`config.mk`:
```
export PLATFORM = sky130hd
export DESIGN_NAME = i2c_bit_level_master
export DESIGN_NICKNAME = d
export VERILOG_FILES = /design/src/i2cbm_pkg.sv /design/src/i2cbm_seq.sv /design/src/i2c_bit_level_master.sv
export SDC_FILE = /design/constraint.sdc
export NUM_CORES = 1
export LEC_CHECK = 0
export ABC_AREA = 1
export ABC_CLOCK_PERIOD_IN_PS = 5700
export BUFFER_PORTS_ARGS = -buffer_cell sky130_fd_sc_hd__buf_2
export CORE_UTILIZATION = 50
export DETAILED_ROUTE_END_ITERATION = 8
export PLACE_DENSITY = 0.69
export SLEW_MARGIN = 20
export SYNTH_ARGS = -nofsm -noshare
export SYNTH_HDL_FRONTEND = slang
export SYNTH_HIERARCHICAL = 1
export SYNTH_SLANG_ARGS = --single-unit
```
`constraint.sdc`:
```
create_clock -name clk_i -period 5.7 [get_ports clk_i]
set_clock_uncertainty 0.15 [all_clocks]
set_input_delay 1.14 -clock clk_i [delete_from_list [all_inputs] [get_ports clk_i]]
set_output_delay 1.14 -clock clk_i [all_outputs]
set_load 0.05 [all_outputs]
```
`src/i2cbm_pkg.sv`:
```
// i2cbm_pkg: shared types and constants of the bit-level i2c master
// no dependencies; imported by i2cbm_seq and i2c_bit_level_master
package i2cbm_pkg;

  // command codes carried by an item
  typedef enum logic [2:0] {
    ACT_NONE      = 3'd0,
    ACT_START     = 3'd1,
    ACT_STOP      = 3'd2,
    ACT_SEND_BYTE = 3'd3,
    ACT_READ_BYTE = 3'd4,
    ACT_WAIT_ACK  = 3'd5,
    ACT_SEND_ACK  = 3'd6,
    ACT_SEND_NACK = 3'd7
  } action_e;

  // sequencer phases
  typedef enum logic [4:0] {
    PH_IDLE  = 5'd0,
    PH_ST_A  = 5'd1,
    PH_ST_B  = 5'd2,
    PH_ST_C  = 5'd3,
    PH_SP_A  = 5'd4,
    PH_SP_B  = 5'd5,
    PH_SP_C  = 5'd6,
    PH_TX_LO = 5'd7,
    PH_TX_HI = 5'd8,
    PH_RX_LO = 5'd9,
    PH_RX_HI = 5'd10,
    PH_RA_LO = 5'd11,
    PH_RA_HI = 5'd12,
    PH_WA_LO = 5'd13,
    PH_WA_HI = 5'd14,
    PH_AK_LO = 5'd15,
    PH_AK_HI = 5'd16
  } phase_e;

  // configuration register indexes
  localparam int unsigned CfgIdxW = 1;
  localparam logic [CfgIdxW-1:0] CFG_HALF_PERIOD = 1'd0;
  localparam logic [CfgIdxW-1:0] CFG_POLL_LIMIT  = 1'd1;

  localparam int unsigned CfgDataW = 16;
  localparam logic [15:0] PollLimitReset = 16'd300;
  localparam int unsigned HalfPeriodReset = 5;
  localparam logic [3:0] BitsPerByte = 4'd8;

  // one input item
  typedef struct packed {
    action_e    action;
    logic [7:0] tx_byte;
    logic       ack_after_read;
    logic       sda_sample;
  } item_t;

  // one result item
  typedef struct packed {
    logic       scl_level;
    logic       sda_level;
    logic       sda_drive_enable;
    logic       busy_res;
    logic       done_res;
    logic [7:0] rx_byte;
    logic       nack_seen;
    logic       timed_out;
  } res_t;

endpackage

```
`src/i2cbm_seq.sv`:
```
// i2cbm_seq: bus phase sequencer state and its one-tick update logic
// depends on i2cbm_pkg; advances one tick on each step strobe
module i2cbm_seq import i2cbm_pkg::*; #(
  parameter int unsigned HalfPeriodWidth = 10
) (
  input  logic                       clk_i,
  input  logic                       rst_ni,
  input  logic                       step_i,
  input  item_t                      item_i,
  input  logic [HalfPeriodWidth-1:0] half_period_i,
  input  logic [15:0]                poll_limit_i,
  output res_t                       res_o
);

  phase_e                     phase_q, phase_d;
  logic [3:0]                 bit_cnt_q, bit_cnt_d;
  logic [7:0]                 shift_q, shift_d;
  logic [HalfPeriodWidth-1:0] timer_q, timer_d;
  logic [15:0]                poll_q, poll_d;
  logic                       scl_q, scl_d;
  logic                       sda_q, sda_d;
  logic                       en_q, en_d;
  logic [1:0]                 ack_q, ack_d;
  logic [7:0]                 rx_hold_q, rx_hold_d;
  logic                       rd_ack_q, rd_ack_d;
  logic                       done;

  logic [HalfPeriodWidth-1:0] hp, timer_inc;
  logic [15:0]                lim, poll_inc;
  logic [3:0]                 cnt_inc;
  logic [7:0]                 shl_tx, shl_rx;

  // zero settings behave as one
  assign hp        = (half_period_i == '0) ? HalfPeriodWidth'(1) : half_period_i;
  assign lim       = (poll_limit_i == '0) ? 16'd1 : poll_limit_i;
  assign timer_inc = timer_q + HalfPeriodWidth'(1);
  assign poll_inc  = poll_q + 16'd1;
  assign cnt_inc   = bit_cnt_q + 4'd1;
  assign shl_tx    = {shift_q[6:0], 1'b0};
  assign shl_rx    = {shift_q[6:0], item_i.sda_sample};

  // next state for one tick
  always_comb begin
    phase_d   = phase_q;
    bit_cnt_d = bit_cnt_q;
    shift_d   = shift_q;
    timer_d   = timer_q;
    poll_d    = poll_q;
    scl_d     = scl_q;
    sda_d     = sda_q;
    en_d      = en_q;
    ack_d     = ack_q;
    rx_hold_d = rx_hold_q;
    rd_ack_d  = rd_ack_q;
    done      = 1'b0;

    if (phase_q == PH_IDLE) begin
      // new command; first phase shows on this tick
      bit_cnt_d = '0;
      case (item_i.action)
        ACT_START: begin
          phase_d = PH_ST_A; timer_d = '0; scl_d = 1'b0; sda_d = 1'b1; en_d = 1'b1;
        end
        ACT_STOP: begin
          phase_d = PH_SP_A; timer_d = '0; scl_d = 1'b0; sda_d = 1'b0; en_d = 1'b1;
        end
        ACT_SEND_BYTE: begin
          shift_d = item_i.tx_byte;
          phase_d = PH_TX_LO; timer_d = '0; scl_d = 1'b0;
          sda_d   = item_i.tx_byte[7]; en_d = 1'b1;
        end
        ACT_READ_BYTE: begin
          shift_d  = '0;
          rd_ack_d = item_i.ack_after_read;
          phase_d  = PH_RX_LO; timer_d = '0; scl_d = 1'b0; en_d = 1'b0;
        end
        ACT_WAIT_ACK: begin
          phase_d = PH_WA_LO; timer_d = '0; scl_d = 1'b0; en_d = 1'b0;
        end
        ACT_SEND_ACK: begin
          phase_d = PH_AK_LO; timer_d = '0; scl_d = 1'b0; sda_d = 1'b0; en_d = 1'b1;
        end
        ACT_SEND_NACK: begin
          phase_d = PH_AK_LO; timer_d = '0; scl_d = 1'b0; sda_d = 1'b1; en_d = 1'b1;
        end
        default: ;
      endcase
    end else if (phase_q == PH_WA_HI) begin
      // ack poll: low sample ends it, else count toward timeout
      if (!item_i.sda_sample) begin
        ack_d   = 2'b00;
        phase_d = PH_IDLE; timer_d = '0; scl_d = 1'b0; en_d = 1'b0;
        done    = 1'b1;
      end else begin
        poll_d = poll_inc;
        if (poll_inc >= lim) begin
          ack_d   = 2'b11;
          phase_d = PH_SP_A; timer_d = '0; scl_d = 1'b0; sda_d = 1'b0; en_d = 1'b1;
        end
      end
    end else begin
      timer_d = timer_inc;
      // phase boundary
      if (timer_inc >= hp || timer_inc == '0) begin
        timer_d = '0;
        case (phase_q)
          PH_ST_A: begin phase_d = PH_ST_B; scl_d = 1'b1; sda_d = 1'b1; en_d = 1'b1; end
          PH_ST_B: begin phase_d = PH_ST_C; scl_d = 1'b1; sda_d = 1'b0; en_d = 1'b1; end
          PH_ST_C: begin
            phase_d = PH_IDLE; scl_d = 1'b0; sda_d = 1'b0; en_d = 1'b1; done = 1'b1;
          end
          PH_SP_A: begin phase_d = PH_SP_B; scl_d = 1'b1; sda_d = 1'b0; en_d = 1'b1; end
          PH_SP_B: begin phase_d = PH_SP_C; scl_d = 1'b1; sda_d = 1'b1; en_d = 1'b1; end
          PH_SP_C: begin
            phase_d = PH_IDLE; scl_d = 1'b1; sda_d = 1'b1; en_d = 1'b0; done = 1'b1;
          end
          PH_TX_LO: begin phase_d = PH_TX_HI; scl_d = 1'b1; en_d = 1'b1; end
          PH_TX_HI: begin
            shift_d   = shl_tx;
            bit_cnt_d = cnt_inc;
            if (cnt_inc >= BitsPerByte) begin
              phase_d = PH_IDLE; scl_d = 1'b0; en_d = 1'b1; done = 1'b1;
            end else begin
              phase_d = PH_TX_LO; scl_d = 1'b0; sda_d = shl_tx[7]; en_d = 1'b1;
            end
          end
          PH_RX_LO: begin phase_d = PH_RX_HI; scl_d = 1'b1; en_d = 1'b0; end
          PH_RX_HI: begin
            // sample shifted in at the end of the high half
            shift_d   = shl_rx;
            bit_cnt_d = cnt_inc;
            if (cnt_inc >= BitsPerByte) begin
              rx_hold_d = shl_rx;
              phase_d   = PH_RA_LO; scl_d = 1'b0; sda_d = ~rd_ack_q; en_d = 1'b1;
            end else begin
              phase_d = PH_RX_LO; scl_d = 1'b0; en_d = 1'b0;
            end
          end
          PH_RA_LO: begin phase_d = PH_RA_HI; scl_d = 1'b1; en_d = 1'b1; end
          PH_RA_HI: begin
            phase_d = PH_IDLE; scl_d = 1'b0; en_d = 1'b1; done = 1'b1;
          end
          PH_WA_LO: begin
            poll_d  = '0;
            phase_d = PH_WA_HI; scl_d = 1'b1; en_d = 1'b0;
          end
          PH_AK_LO: begin phase_d = PH_AK_HI; scl_d = 1'b1; en_d = 1'b1; end
          PH_AK_HI: begin
            phase_d = PH_IDLE; scl_d = 1'b0; en_d = 1'b1; done = 1'b1;
          end
          default: begin
            phase_d = PH_IDLE; done = 1'b1;
          end
        endcase
      end
    end
  end

  // state registers
  always_ff @(posedge clk_i or negedge rst_ni) begin
    if (!rst_ni) begin
      phase_q   <= PH_IDLE;
      bit_cnt_q <= '0;
      shift_q   <= '0;
      timer_q   <= '0;
      poll_q    <= '0;
      scl_q     <= 1'b1;
      sda_q     <= 1'b1;
      en_q      <= 1'b0;
      ack_q     <= '0;
      rx_hold_q <= '0;
      rd_ack_q  <= 1'b0;
    end else if (step_i) begin
      phase_q   <= phase_d;
      bit_cnt_q <= bit_cnt_d;
      shift_q   <= shift_d;
      timer_q   <= timer_d;
      poll_q    <= poll_d;
      scl_q     <= scl_d;
      sda_q     <= sda_d;
      en_q      <= en_d;
      ack_q     <= ack_d;
      rx_hold_q <= rx_hold_d;
      rd_ack_q  <= rd_ack_d;
    end
  end

  // result of this tick, values after the update
  always_comb begin
    res_o.scl_level        = scl_d;
    res_o.sda_level        = sda_d;
    res_o.sda_drive_enable = en_d;
    res_o.busy_res         = (phase_d != PH_IDLE);
    res_o.done_res         = done;
    res_o.rx_byte          = rx_hold_d;
    res_o.nack_seen        = ack_d[0];
    res_o.timed_out        = ack_d[1];
  end

  // done marks exactly a busy-to-idle transition
  assert property (@(posedge clk_i) disable iff (!rst_ni)
    step_i |-> (done == (phase_q != PH_IDLE && phase_d == PH_IDLE)))
    else $error("done does not match the end of a command");

  // a poll timeout turns into a stop with nack and timeout set
  assert property (@(posedge clk_i) disable iff (!rst_ni)
    step_i && phase_q == PH_WA_HI && item_i.sda_sample && poll_inc >= lim
    |=> phase_q == PH_SP_A && ack_q == 2'b11)
    else $error("ack poll timeout did not start a stop");

  // bit counter restarts on every idle tick
  assert property (@(posedge clk_i) disable iff (!rst_ni)
    step_i && phase_q == PH_IDLE |=> bit_cnt_q == '0)
    else $error("bit counter not cleared while idle");

endmodule

```
`src/i2c_bit_level_master.sv`:
```
// i2c_bit_level_master: top level with input register, sequencer and result register
// depends on i2cbm_pkg and i2cbm_seq
//
// Usage:
//   Each item on the input channel is one timing tick: the sampled SDA level
//   and, while idle, a command (start, stop, send byte, read byte, wait ack,
//   send ack, send nack). Every item yields exactly one result item holding
//   the SCL/SDA drive, the SDA output enable, busy, a done pulse, the last
//   read byte and the last wait-ack status.
//   The config channel writes half_period_ticks (index 0) and ack_poll_limit
//   (index 1) and is always ready; the user must write it only while idle
//   (not enforced by the block). Each item passes the input register, then
//   the sequencer update into the result register, to form its result item.
//   Throughput: one item per cycle while the result is taken; the sequencer
//   takes one tick per cycle and both registers advance together when the
//   result register is free. A stalled receiver holds the result; one item waits
//   in the input register and further items are refused until the result is taken.
//   Reset: bus released (SCL 1, SDA 1, enable 0), idle, status and read byte
//   zero, half period 5, poll limit 300; no item in flight.
module i2c_bit_level_master import i2cbm_pkg::*; #(
  parameter int unsigned HALF_PERIOD_WIDTH = 10
) (
  input  logic                  clk_i,
  input  logic                  rst_ni,
  input  logic                  in_valid_i,
  output logic                  in_ready_o,
  input  logic [2:0]            action_i,
  input  logic [7:0]            tx_byte_i,
  input  logic                  ack_after_read_i,
  input  logic                  sda_sample_i,
  output logic                  out_valid_o,
  input  logic                  out_ready_i,
  output logic                  scl_level_o,
  output logic                  sda_level_o,
  output logic                  sda_drive_enable_o,
  output logic                  busy_res_o,
  output logic                  done_res_o,
  output logic [7:0]            rx_byte_o,
  output logic                  nack_seen_o,
  output logic                  timed_out_o,
  input  logic                  cfg_valid_i,
  output logic                  cfg_ready_o,
  input  logic [CfgIdxW-1:0]    cfg_index_i,
  input  logic [CfgDataW-1:0]   cfg_wdata_i
);

  logic                         in_valid_q;
  item_t                        item_q;
  logic                         out_valid_q;
  res_t                         res_q, res_d;
  logic                         adv;
  logic [HALF_PERIOD_WIDTH-1:0] hp_q;
  logic [15:0]                  lim_q;

  // move one item through the sequencer when the result slot frees
  assign adv        = in_valid_q && (!out_valid_q || out_ready_i);
  assign in_ready_o = !in_valid_q || adv;
  assign cfg_ready_o = 1'b1;

  // configuration registers
  always_ff @(posedge clk_i or negedge rst_ni) begin
    if (!rst_ni) begin
      hp_q  <= HALF_PERIOD_WIDTH'(HalfPeriodReset);
      lim_q <= PollLimitReset;
    end else if (cfg_valid_i) begin
      case (cfg_index_i)
        CFG_HALF_PERIOD: hp_q  <= cfg_wdata_i[HALF_PERIOD_WIDTH-1:0];
        CFG_POLL_LIMIT:  lim_q <= cfg_wdata_i;
        default: ;
      endcase
    end
  end

  // input register
  always_ff @(posedge clk_i or negedge rst_ni) begin
    if (!rst_ni) begin
      in_valid_q <= 1'b0;
    end else if (in_ready_o) begin
      in_valid_q <= in_valid_i;
    end
  end

  always_ff @(posedge clk_i) begin
    if (in_ready_o && in_valid_i) begin
      item_q.action         <= action_e'(action_i);
      item_q.tx_byte        <= tx_byte_i;
      item_q.ack_after_read <= ack_after_read_i;
      item_q.sda_sample     <= sda_sample_i;
    end
  end

  i2cbm_seq #(
    .HalfPeriodWidth(HALF_PERIOD_WIDTH)
  ) u_seq (
    .clk_i         (clk_i),
    .rst_ni        (rst_ni),
    .step_i        (adv),
    .item_i        (item_q),
    .half_period_i (hp_q),
    .poll_limit_i  (lim_q),
    .res_o         (res_d)
  );

  // result register
  always_ff @(posedge clk_i or negedge rst_ni) begin
    if (!rst_ni) begin
      out_valid_q <= 1'b0;
    end else if (adv) begin
      out_valid_q <= 1'b1;
    end else if (out_ready_i) begin
      out_valid_q <= 1'b0;
    end
  end

  always_ff @(posedge clk_i) begin
    if (adv) begin
      res_q <= res_d;
    end
  end

  assign out_valid_o        = out_valid_q;
  assign scl_level_o        = res_q.scl_level;
  assign sda_level_o        = res_q.sda_level;
  assign sda_drive_enable_o = res_q.sda_drive_enable;
  assign busy_res_o         = res_q.busy_res;
  assign done_res_o         = res_q.done_res;
  assign rx_byte_o          = res_q.rx_byte;
  assign nack_seen_o        = res_q.nack_seen;
  assign timed_out_o        = res_q.timed_out;

  // a waiting item is not dropped while the result stalls
  assert property (@(posedge clk_i) disable iff (!rst_ni)
    in_valid_q && !adv |=> in_valid_q)
    else $error("held item lost");

  // a finished command never reports busy
  assert property (@(posedge clk_i) disable iff (!rst_ni)
    out_valid_q |-> !(res_q.done_res && res_q.busy_res))
    else $error("done and busy both set");

  // a stalled result stays valid and unchanged
  assert property (@(posedge clk_i) disable iff (!rst_ni)
    out_valid_q && !out_ready_i |=> out_valid_q && $stable(res_q))
    else $error("stalled result changed");

endmodule
```
* Word-level counts from Yosys, hierarchy flattened
Cells that the tools add are included.
Operators by class: $add $sub $neg 3, magnitude comparators 3, equal/unequal tests 28, multiplexer cells 69, bitwise operators 3, reduce and logical (&&, ||, !) cells 39
Operators with widths (count):
- 2-to-1 mux 16 bit | 5
- 2-to-1 mux 10 bit | 7
- case mux 5 bit (11 select lines) | 1
- equality test 5 x 4 -> 1 bit (second input constant) | 8
- 2-to-1 mux 8 bit | 5
- case mux 5 bit (6 select lines) | 1
- case mux 7 bit (2 select lines) | 2
- 2-to-1 mux 5 bit | 5
- 2-to-1 mux 1 bit | 24
- 2-to-1 mux 7 bit | 3
- equality test 5 x 3 -> 1 bit (second input constant) | 4
- zero test 10 bit | 2
- OR reduction 10 bit | 2
- adder 16 x 1 -> 16 bit (second input constant) | 1
- >= comparator 16 bit | 1
- zero test 16 bit | 1
- 2-to-1 mux 4 bit | 4
- equality test 3 bit (second input constant) | 4
- OR reduction 11 bit | 1
- adder 10 x 1 -> 10 bit (second input constant) | 1
- equality test 5 x 2 -> 1 bit (second input constant) | 2
- >= comparator 10 bit | 1
- 2-to-1 mux 2 bit | 5
- AND reduction 5 bit | 2
- 29 further kinds | 53
Word-level totals: register bits after elaboration 112, bits of input ports 35, output and inout port bits 18, word-level logic and storage cells 172

* Logic depth before layout (Yosys ltp)
Gate-level depths: netlist of the first run.
word-level depth 8, depth in mapped cells 20

* Modules after synthesis
Netlist of the first run, hierarchy kept.
By module, submodules not included:
- i2cbm_seq | instances 1, cells an instance 642, area each 4459.3 um^2, sequential area each 1403.8 um^2
- i2c_bit_level_master | instances 1, cells an instance 156, area each 2018.2 um^2, sequential area each 1549.0 um^2

* Worst setup path after synthesis of the first run
Ideal clock, no wire load.
path type input -> register, from input out_ready_i, to register u_seq.shift_q[0], library setup time 0.065 ns, arrival time 3.072 ns, path slack 2.413 ns, cell stages on the path 10, buffers on the path 2, path through inv_1 a21oi_1 clkbuf_1 inv_1 nor2_1 nand3_4 o21ai_4 buf_6 nand3_1 nand2_1
Between the ends: word-level cells in the longest chain between the ends 3
RTL lines:
- start, declared | line i2c_bit_level_master.sv:32 | input logic out_ready_i,
- logical OR 1 bit | line i2c_bit_level_master.sv:56 | assign adv = in_valid_q && (!out_valid_q || out_ready_i);
- logical AND 1 bit | line i2c_bit_level_master.sv:56
- via adv | line i2c_bit_level_master.sv:51 | logic adv;
- AND reduction 5 bit (no line)
- end signal, assigned | line i2cbm_seq.sv:176 | shift_q <= shift_d;
- end, declared | line i2cbm_seq.sv:17 | logic [7:0] shift_q, shift_d;
The timed path passes the listed nets, and every way through them passes these cells. A chain may end at the register's enable or synchronous reset.

* Worst setup path in the final report of the first run
from register u_seq.poll_q[0], to register u_seq.timer_q[6]
Between the ends: word-level cells in the longest chain between the ends 4
RTL lines:
- start, declared | line i2cbm_seq.sv:19 | logic [15:0] poll_q, poll_d;
- start signal, assigned | line i2cbm_seq.sv:178 | poll_q <= poll_d;
- adder 16 x 1 -> 16 bit | line i2cbm_seq.sv:37 | assign poll_inc = poll_q + 16'd1;
- >= comparator 16 bit | line i2cbm_seq.sv:96 | if (poll_inc >= lim) begin
- inequality test 4 x 3 -> 1 bit (no line)
- AND reduction 3 bit (no line)
- end signal, assigned | line i2cbm_seq.sv:177 | timer_q <= timer_d;
- end, declared | line i2cbm_seq.sv:18 | logic [HalfPeriodWidth-1:0] timer_q, timer_d;
Every way passes these cells.

==> flow_metrics.py, run 1 <==
metrics = {
    "routing": {
        "detail_route.drc_violations": 0,
        "detailroute.via_count": 5434,
        "vias_per_cell": 5.35,
        "final_antenna_net_count": 0,
        "initialDrtViolationCount": 434,
        "dr.pass1.iters": 4,
        "wirelength_um": 14500,
        "drt-wirelength-per-cell_um": 14.3,
    },
    "worst_setup_path": {
        "ff2ff_path_depth": 19,
        "slowest_delay_ps": 680,
        "timing.critical_path.required_ps": 5800,
        "worstPathArrival_ps": 4350,
        "worst_path_dominant_cell_family": "simple AND/OR/NAND/NOR gates",
        "crit_slowest_cell": "sky130_fd_sc_hd__nor2_1",
        "critical_path_class": "reg2reg",
        "cp_num_buf_inv": 2,
        "cp.depth": 19,
        "worst_path_most_repeated_cell": "sky130_fd_sc_hd__nand2_1",
        "cp_cell_sequence": "ha_1 -> nand2_1 -> nor2_1 -> nand3_1 -> nor2_1 -> nand4_1 -> nor3_1 -> xor2_1 -> inv_1 -> ha_1 -> nand2_1 -> nor3_1 -> nand3_1 -> nand4_1 -> nand2_1 -> nor2_1 -> inv_1 -> nand2_1 -> o21ai_1",
        "critical_path_peak_fanout": 14,
        "cp-end-kind": "flip-flop",
        "cp-start-kind": "flip-flop",
    },
    "grt": {
        "grt_antenna_before_repair": 0,
        "grt_usage_pct": 23.6,
        "grt_first_pass_wirelength_um": 24400,
        "maximum_number_of_pins_on_one_net_before_global_route_repair": 53,
        "number_of_global_route_vias_before_repair": 5144,
        "grt_overflow": 0,
    },
    "synth": {
        "synth.avg_cell_area_sq_um": 8.12,
        "post_synth_num_cell_types": 48,
        "synth_common_cells": "sky130_fd_sc_hd__nand2_1, sky130_fd_sc_hd__inv_1, sky130_fd_sc_hd__dfrtp_1, sky130_fd_sc_hd__nand3_1, sky130_fd_sc_hd__nor2_1",
        "postSynthCellCount": 798,
        "synth_top_cell_area_share_pct": 29.4,
        "yosys.area.top_type": "sky130_fd_sc_hd__dfrtp_1",
        "seq_area_frac_synth_pct": 45.6,
        "most_common_flop_cell_mapped_by_yosys": "sky130_fd_sc_hd__dfrtp_1",
        "ys_warns": 6,
        "synth-async-reset-ratio_pct": 75.0,
        "yosys-top-cells-area": "sky130_fd_sc_hd__dfrtp_1, sky130_fd_sc_hd__nand2_1, sky130_fd_sc_hd__edfxtp_1",
        "mappedNetlistArea_sq_mm": 0.00648,
        "synth.ff_latch_count": 112,
        "yosys.cell_count.top_type": "sky130_fd_sc_hd__nand2_1",
        "synthesis.nets": 862,
        "edff_count_synth": 28,
    },
    "place": {
        "detailed_place.area_sq_mm": 0.00679,
        "gp_congestion": 0.953,
        "placement.io_buffers": 51,
        "post-place-ws_ps": 1510,
        "detailedPlacementHpwl_um": 10800,
    },
    "floorplanning": {
        "die-area_sq_mm": 0.0134,
        "die_y_um": 116,
        "floorplan.io_pins": 53,
        "floorplan.initialDensity_pct": 51.3,
        "rows": 41,
        "core_sq_mm": 0.0126,
        "die_w_um": 116,
    },
    "layout": {
        "final_net_count": 902,
        "layout.cell_area.non_filler_sq_mm": 0.00710,
        "num_antenna_cells": 0,
        "layout.filler_cells": 1186,
        "drive_gt1_share_pct": 13.4,
        "layout-area-overhead-vs-synth_pct": 9.60,
        "final_core_util_pct": 56.3,
    },
    "clock_network": {
        "clock_insertion_delay_worst_skew_ps": 370,
        "post_cts.repair.setup_buffers": 0,
        "post_cts_resized": 0,
        "tritoncts_clock_tree": "yes",
        "ctsHoldBuffers": 0,
        "clock_sink_count": 112,
        "cts_made_buffers": 9,
        "cts.reportedPaths.clkPinSlew_ps": 80,
        "ctsHtreeMaxLevel": 3,
        "ctsRootBufferMaster": "sky130_fd_sc_hd__clkbuf_16",
        "cts_buffer_depth": 2,
    },
    "timing": {
        "finalHoldViolCount": 0,
        "slew_viol_final": 0,
        "rsz0062_at_grt": "false",
        "tightest_slew_ps": 886,
        "max_freq_ghz": 0.235,
        "fin_ws_ps": 1450,
        "final_period_minus_worst_setup_slack_ps": 4250,
        "setup_viols_final": 0,
        "portion_of_the_clock_cycle_consumed_by_the_worst_path_in_the_final_layout_pct": 74.6,
        "final.setup.tns_ps": 0,
        "slew_headroom_pct": 40.7,
    },
    "min_path": {
        "hold_path.class": "reg2reg",
        "worst_hold_path_cells": 2,
    },
    "power_and_ir_drop": {
        "clock_power_share_pct": 24.2,
        "power.total_w": 0.00274,
        "pwr-share-seq_pct": 40.0,
        "pwr_density_cell_mw_per_mm2": 387,
        "p_sw_w": 0.00111,
        "comb_power_share_pct": 35.8,
        "total_leakage_power_nw": 3.57,
        "cell_internal_pwr_w": 0.00163,
        "ir_worst_vdd_mv": 0.174,
        "power_switching_share_pct": 40.6,
    },
    "flow_run": {
        "max_cap_viol_count": 0,
    },
    "status": {
        "status": "finished, final reports clean",
    },
}
## flip-flops by register name, indices dropped and copies added, names as in the netlist, 2 cells and up
name	count
hp_q	10
item_q	13
lim_q	16
rx_byte_o	8
u_seq/ack_q	2
u_seq/bit_cnt_q	4
u_seq/phase_q	5
u_seq/poll_q	16
u_seq/rx_hold_q	8
u_seq/shift_q	7
u_seq/timer_q	10
## layout make-up
class	instances	area (sq um)	share of cell area (%)
tap	172	215	3.03
multi-input combinational	556	2950	41.5
clock inverter	7	85.1	1.20
timing repair buffer	53	273	3.84
inverter	106	400	5.64
sequential	112	2950	41.6
clock buffer	9	225	3.17
## worst min-delay path: cells and delay by family (launching register included)
family | cells | cell delay (ps)
and+or+nand+nor | 2 | 110
DFF | 1 | 380
## power by group through the flow
| stage | clock (W) | sequential [W] | combinational [W] |
|---|---|---|---|
| 2_1_floorplan | 0 | 0.00114 | 0.000726 |
| 3_5_place_dp | 0 | 0.00111 | 0.000968 |
| 3_3_place_gp | 0 | 0.00111 | 0.000944 |
| 6_report | 0.000665 | 0.00110 | 0.000981 |
| 5_1_grt | 0.000714 | 0.00112 | 0.00111 |
| 4_1_cts | 0.000679 | 0.00110 | 0.000974 |
## placed cells by master, fill, tap and decap left out, types with 3 or more instances in the layout
| cell type | instances |
|---|---|
| sky130_fd_sc_hd__nand2_4 | 3 |
| sky130_fd_sc_hd__ha_1 | 29 |
| sky130_fd_sc_hd__clkbuf_16 | 9 |
| sky130_fd_sc_hd__o21ai_2 | 4 |
| sky130_fd_sc_hd__nand4_1 | 15 |
| sky130_fd_sc_hd__dfstp_2 | 8 |
| sky130_fd_sc_hd__o211ai_1 | 4 |
| sky130_fd_sc_hd__edfxtp_1 | 28 |
| sky130_fd_sc_hd__nor2_1 | 46 |
| sky130_fd_sc_hd__a21oi_1 | 19 |
| sky130_fd_sc_hd__xor2_1 | 10 |
| sky130_fd_sc_hd__inv_6 | 3 |
| sky130_fd_sc_hd__o22ai_1 | 9 |
| sky130_fd_sc_hd__nor3_1 | 10 |
| sky130_fd_sc_hd__o21ai_1 | 15 |
| sky130_fd_sc_hd__dfrtp_1 | 76 |
| sky130_fd_sc_hd__nand3_1 | 76 |
| sky130_fd_sc_hd__nor2_2 | 4 |
| sky130_fd_sc_hd__a22o_1 | 4 |
| sky130_fd_sc_hd__inv_1 | 100 |
| sky130_fd_sc_hd__inv_2 | 5 |
| sky130_fd_sc_hd__buf_4 | 3 |
| sky130_fd_sc_hd__buf_2 | 50 |
| sky130_fd_sc_hd__nand2_1 | 238 |
| sky130_fd_sc_hd__nor2_4 | 7 |
| sky130_fd_sc_hd__nor4_1 | 6 |
| sky130_fd_sc_hd__o21ai_0 | 31 |
| sky130_fd_sc_hd__nand2_2 | 4 |
## cells by family after synthesis
logic type | Yosys count | synth area share, %
AOI/OAI and AO/OA | 97 | 8.91
xor gates and xnor gates | 12 | 1.62
adders and majority gates | 29 | 5.60
buffers and inverters | 130 | 9.08
DFF | 112 | 45.6
muxes | 2 | 0.328
other | 1 | 0.0579
and+or+nand+nor | 415 | 28.8
## layer usage
layer  track usage (%)  part of all wire [%]  vias up
li1                  -                     -     2689
met1              32.0                    46     2579
met2              37.7                    47      143
met3              4.03                   5.0       23
met4              9.57                   2.0        0
met5                 0                     0        -
## final timing paths
check	startpoint	endpoint	slack, ps
setup / recovery	u_seq/poll_q[0]	u_seq/timer_q[6]	1450
hold / removal	hp_q[0]	hp_q[0]	330
setup reg to reg	u_seq/poll_q[0]	u_seq/timer_q[6]	1450
hold reg to reg	hp_q[0]	hp_q[0]	330
max in group asynchronous	rst_ni	u_seq/poll_q[7]	3830
min in group asynchronous	rst_ni	u_seq/timer_q[4]	560
## through the flow
| stage | hold slack (ps) | std cells |
|---|---|---|
| after floorplan | 292 | 798 |
| after global routing | 356 | 1015 |
| final | 329 | 1015 |
| after detailed placement | 314 | 999 |
| after CTS | 330 | 1015 |
| after global placement | 306 | 999 |
Note: power is estimated with default switching activity, not from simulation.
==> inputs of run 2 (changes only) <==
--- a/config.mk
+++ b/config.mk
@@ -5,12 +5,12 @@
 export SDC_FILE = /design/constraint.sdc
 export NUM_CORES = 1
 export LEC_CHECK = 0
-export ABC_AREA = 1
-export ABC_CLOCK_PERIOD_IN_PS = 5700
+export ABC_AREA = 0
+export ABC_CLOCK_PERIOD_IN_PS = 4000
 export BUFFER_PORTS_ARGS = -buffer_cell sky130_fd_sc_hd__buf_2
 export CORE_UTILIZATION = 50
 export DETAILED_ROUTE_END_ITERATION = 8
-export PLACE_DENSITY = 0.69
+export PLACE_DENSITY = 0.68
 export SLEW_MARGIN = 20
 export SYNTH_ARGS = -nofsm -noshare
 export SYNTH_HDL_FRONTEND = slang
==> constraint.sdc (replaced) <==
create_clock -name clk_i -period 4 [get_ports clk_i]
set_clock_uncertainty 0.15 [all_clocks]
set_input_delay 0.8 -clock clk_i [delete_from_list [all_inputs] [get_ports clk_i]]
set_output_delay 0.8 -clock clk_i [all_outputs]
set_load 0.05 [all_outputs]
==> flow_metrics.py, run 2 <==
metrics = {
    "floorplanning": {
        "floorplan.io_pins": 53,
        "die_w_um": 116,
        "core_sq_mm": 0.0126,
        "floorplan.initialDensity_pct": 51.4,
        "rows": 41,
        "die-area_sq_mm": 0.0134,
        "die_y_um": 116,
    },
    "layout": {
        "layout-area-overhead-vs-synth_pct": 10.6,
        "num_antenna_cells": 0,
        "layout.filler_cells": 1084,
        "most-common-layout-cells": "sky130_fd_sc_hd__dfrtp_1, sky130_fd_sc_hd__nand2_1, sky130_fd_sc_hd__nor2_1",
        "biggestRegsByFlops": "lim_q x16, u_seq/poll_q x16, item_q x13",
        "most_common_cell_after_layout_fill_and_taps_aside": "sky130_fd_sc_hd__dfrtp_1",
        "drive_gt1_share_pct": 22.7,
        "final_net_count": 736,
    },
    "clock_network": {
        "cts.reportedPaths.clkPinSlew_ps": 70,
        "ctsHtreeMaxLevel": 3,
        "cts_made_buffers": 9,
        "ctsHoldBuffers": 0,
        "clock_sink_count": 112,
        "cts_buffer_depth": 2,
        "tritoncts_clock_tree": "yes",
        "ctsRootBufferMaster": "sky130_fd_sc_hd__clkbuf_16",
        "clock_insertion_delay_worst_skew_ps": 350,
    },
    "power_and_ir_drop": {
        "pwr_density_cell_mw_per_mm2": 519,
        "power.total_w": 0.00373,
        "ir_worst_vdd_mv": 0.315,
        "total_leakage_power_nw": 3.34,
    },
    "routing": {
        "detailroute.via_count": 4861,
        "drt-wirelength-per-cell_um": 16.3,
        "initialDrtViolationCount": 351,
        "vias_per_cell": 5.73,
        "dr.pass1.iters": 5,
        "wirelength_um": 13800,
        "detail_route.drc_violations": 0,
        "final_antenna_net_count": 0,
    },
    "timing": {
        "portion_of_the_clock_cycle_consumed_by_the_worst_path_in_the_final_layout_pct": 94.0,
        "final_period_minus_worst_setup_slack_ps": 3760,
        "timing.hold.ws_ps": 328,
        "rsz0062_at_grt": "false",
        "setup_viols_final": 0,
        "finalHoldViolCount": 0,
        "max_freq_ghz": 0.266,
        "tightest_slew_ps": 937,
        "slew_viol_final": 0,
        "slew_headroom_pct": 37.6,
    },
    "synth": {
        "postSynthCellCount": 629,
        "most_common_flop_cell_mapped_by_yosys": "sky130_fd_sc_hd__dfrtp_1",
        "yosys-top-cells-area": "sky130_fd_sc_hd__dfrtp_1, sky130_fd_sc_hd__edfxtp_1, sky130_fd_sc_hd__ha_1",
        "ys_warns": 6,
        "edff_count_synth": 28,
        "synth.ff_latch_count": 112,
        "synth_top_cell_area_share_pct": 29.3,
        "yosys.area.top_type": "sky130_fd_sc_hd__dfrtp_1",
        "synth_common_cells": "sky130_fd_sc_hd__dfrtp_1, sky130_fd_sc_hd__nand2_1, sky130_fd_sc_hd__nor2_1, sky130_fd_sc_hd__inv_1, sky130_fd_sc_hd__o21ai_1",
        "synthesis.nets": 693,
        "yosys.cell_count.top_type": "sky130_fd_sc_hd__dfrtp_1",
        "synth.avg_cell_area_sq_um": 10.3,
        "seq_area_frac_synth_pct": 45.5,
        "post_synth_num_cell_types": 75,
        "synth-async-reset-ratio_pct": 75.0,
        "mappedNetlistArea_sq_mm": 0.00649,
    },
    "grt": {
        "grt_first_pass_wirelength_um": 22900,
        "grtUsageMet3_pct": 4.55,
        "number_of_global_route_vias_before_repair": 4712,
        "busiest_layer": "met2",
        "grt_antenna_before_repair": 0,
        "met2_usage_grt_pct": 36.7,
        "grt_usage_pct": 22.1,
        "maximum_number_of_pins_on_one_net_before_global_route_repair": 73,
        "globalRouteMet1Util_pct": 28.9,
        "grt_overflow": 0,
    },
    "place": {
        "gp_congestion": 0.845,
        "placement.io_buffers": 51,
        "detailedPlacementHpwl_um": 9940,
    },
    "worst_setup_path": {
        "critical_path_peak_fanout": 5,
        "cp-end-kind": "flip-flop",
        "worst_path_dominant_cell_family": "simple AND/OR/NAND/NOR gates",
        "worstPathArrival_ps": 3690,
        "cp_cell_sequence": "ha_2 -> and3_1 -> and3_2 -> and3_2 -> and3_2 -> nand3_1 -> xnor2_1 -> ha_1 -> nand2_1 -> nor2_1 -> nand2_1 -> o31ai_4 -> nor2_1 -> a311oi_2 -> o2111ai_1",
        "critical_path_class": "reg2reg",
        "worst_path_most_repeated_cell": "sky130_fd_sc_hd__and3_2",
        "crit_slowest_cell": "sky130_fd_sc_hd__dfrtp_1",
        "timing.critical_path.required_ps": 3930,
        "slowest_delay_ps": 410,
        "cp-start-kind": "flip-flop",
        "cp_num_buf_inv": 0,
    },
    "status": {
        "status": "finished, final reports clean",
    },
    "flow_run": {
        "max_cap_viol_count": 0,
    },
    "min_path": {
        "hold_path.class": "reg2reg",
    },
}
==> run 2: changes by cell type after synthesis, moves of 9 or more <==
cell                       delta
sky130_fd_sc_hd__mux2_4      +17
sky130_fd_sc_hd__o21ai_0     -13
sky130_fd_sc_hd__o21ai_1     +15
sky130_fd_sc_hd__mux2_1      +15
sky130_fd_sc_hd__inv_1       -68
sky130_fd_sc_hd__a22o_1       +9
sky130_fd_sc_hd__nand2b_1    +11
sky130_fd_sc_hd__clkbuf_1    +17
sky130_fd_sc_hd__nand4_1     -11
sky130_fd_sc_hd__nand3_1     -55
sky130_fd_sc_hd__nand2_1    -175
sky130_fd_sc_hd__a31oi_1      +9
sky130_fd_sc_hd__mux2_2      +21
==> run 2: area by class of cell <==
class | instances | area (sq um) | share of cell area [%]
timing repair buffer | 65 | 363 | 5.05
sequential | 112 | 2950 | 41.1
clock inverter | 4 | 28.8 | 0.401
tap | 172 | 215 | 3.00
clock buffer | 12 | 236 | 3.29
multi-input combinational | 452 | 3270 | 45.5
inverter | 32 | 120 | 1.67
==> run 2: final timing paths <==
| check | slack, ps | start | depth (start not counted) | endpoint |
|---|---|---|---|---|
| worst max register to register | 240 | u_seq/poll_q[0] | 15 | busy_res_o |
| max in group asynchronous | 2470 | rst_ni | 2 | lim_q[3] |
| worst min-delay path | 330 | u_seq/scl_q | 2 | u_seq/scl_q |
| min in group asynchronous | 430 | rst_ni | 1 | u_seq/poll_q[15] |
| worst max-delay path | 240 | u_seq/poll_q[0] | 15 | busy_res_o |
| worst min register to register | 330 | u_seq/scl_q | 2 | u_seq/scl_q |
==> run 2: kinds of logic after synthesis <==
| logic type | synth area share (%) |
|---|---|
| and+or+nand+nor | 15.7 |
| AOI/OAI and AO/OA | 14.7 |
| DFF | 45.5 |
| buffers and inverters | 4.65 |
| muxes | 10.7 |
| adders and majority gates | 5.59 |
| xor gates and xnor gates | 3.08 |
| other | 0.0578 |
==> run 2: stage by stage <==
stage	area, sq um	setup TNS (ps)	worst slack, ps	std cells	util, %
2_1_floorplan	6490	0	19.6	629	-
3_3_place_gp	6880	0	46.8	832	54.5
3_5_place_dp	6880	-1390	-158	832	54.5
4_1_cts	7160	0	12.2	848	56.7
5_1_grt	7180	0	5.94	849	56.9
6_report	7180	0	242	849	56.9
==> run 2: what timing repair did <==
item                                    CTS  global route
endpoints found under the setup margin   11            15
buffers inserted                          0             1
pin swaps                                 0             2
resized for setup                         2             6
==> run 2: metal layers <==
layer / wire length [um] / part of all wire [%]
met5: 0 / 0
met2: 6740 / 49
met4: 220 / 1.6
met1: 6120 / 44
met3: 756 / 5.5
==> run 2: power by group <==
part,switching [W],internal (W)
sequential,0.000270,0.00137
combinational,0.000745,0.000524
clock,0.000396,0.000425
total,0.00141,0.00232
==> run 2: worst reg2reg max path, delay by kind of cell (launching register included) <==
family | cells | cell delay (ps)
and+or+nand+nor | 9 | 1500
xor gates and xnor gates | 1 | 160
DFF | 1 | 410
adders and majority gates | 2 | 510
AOI/OAI and AO/OA | 3 | 750
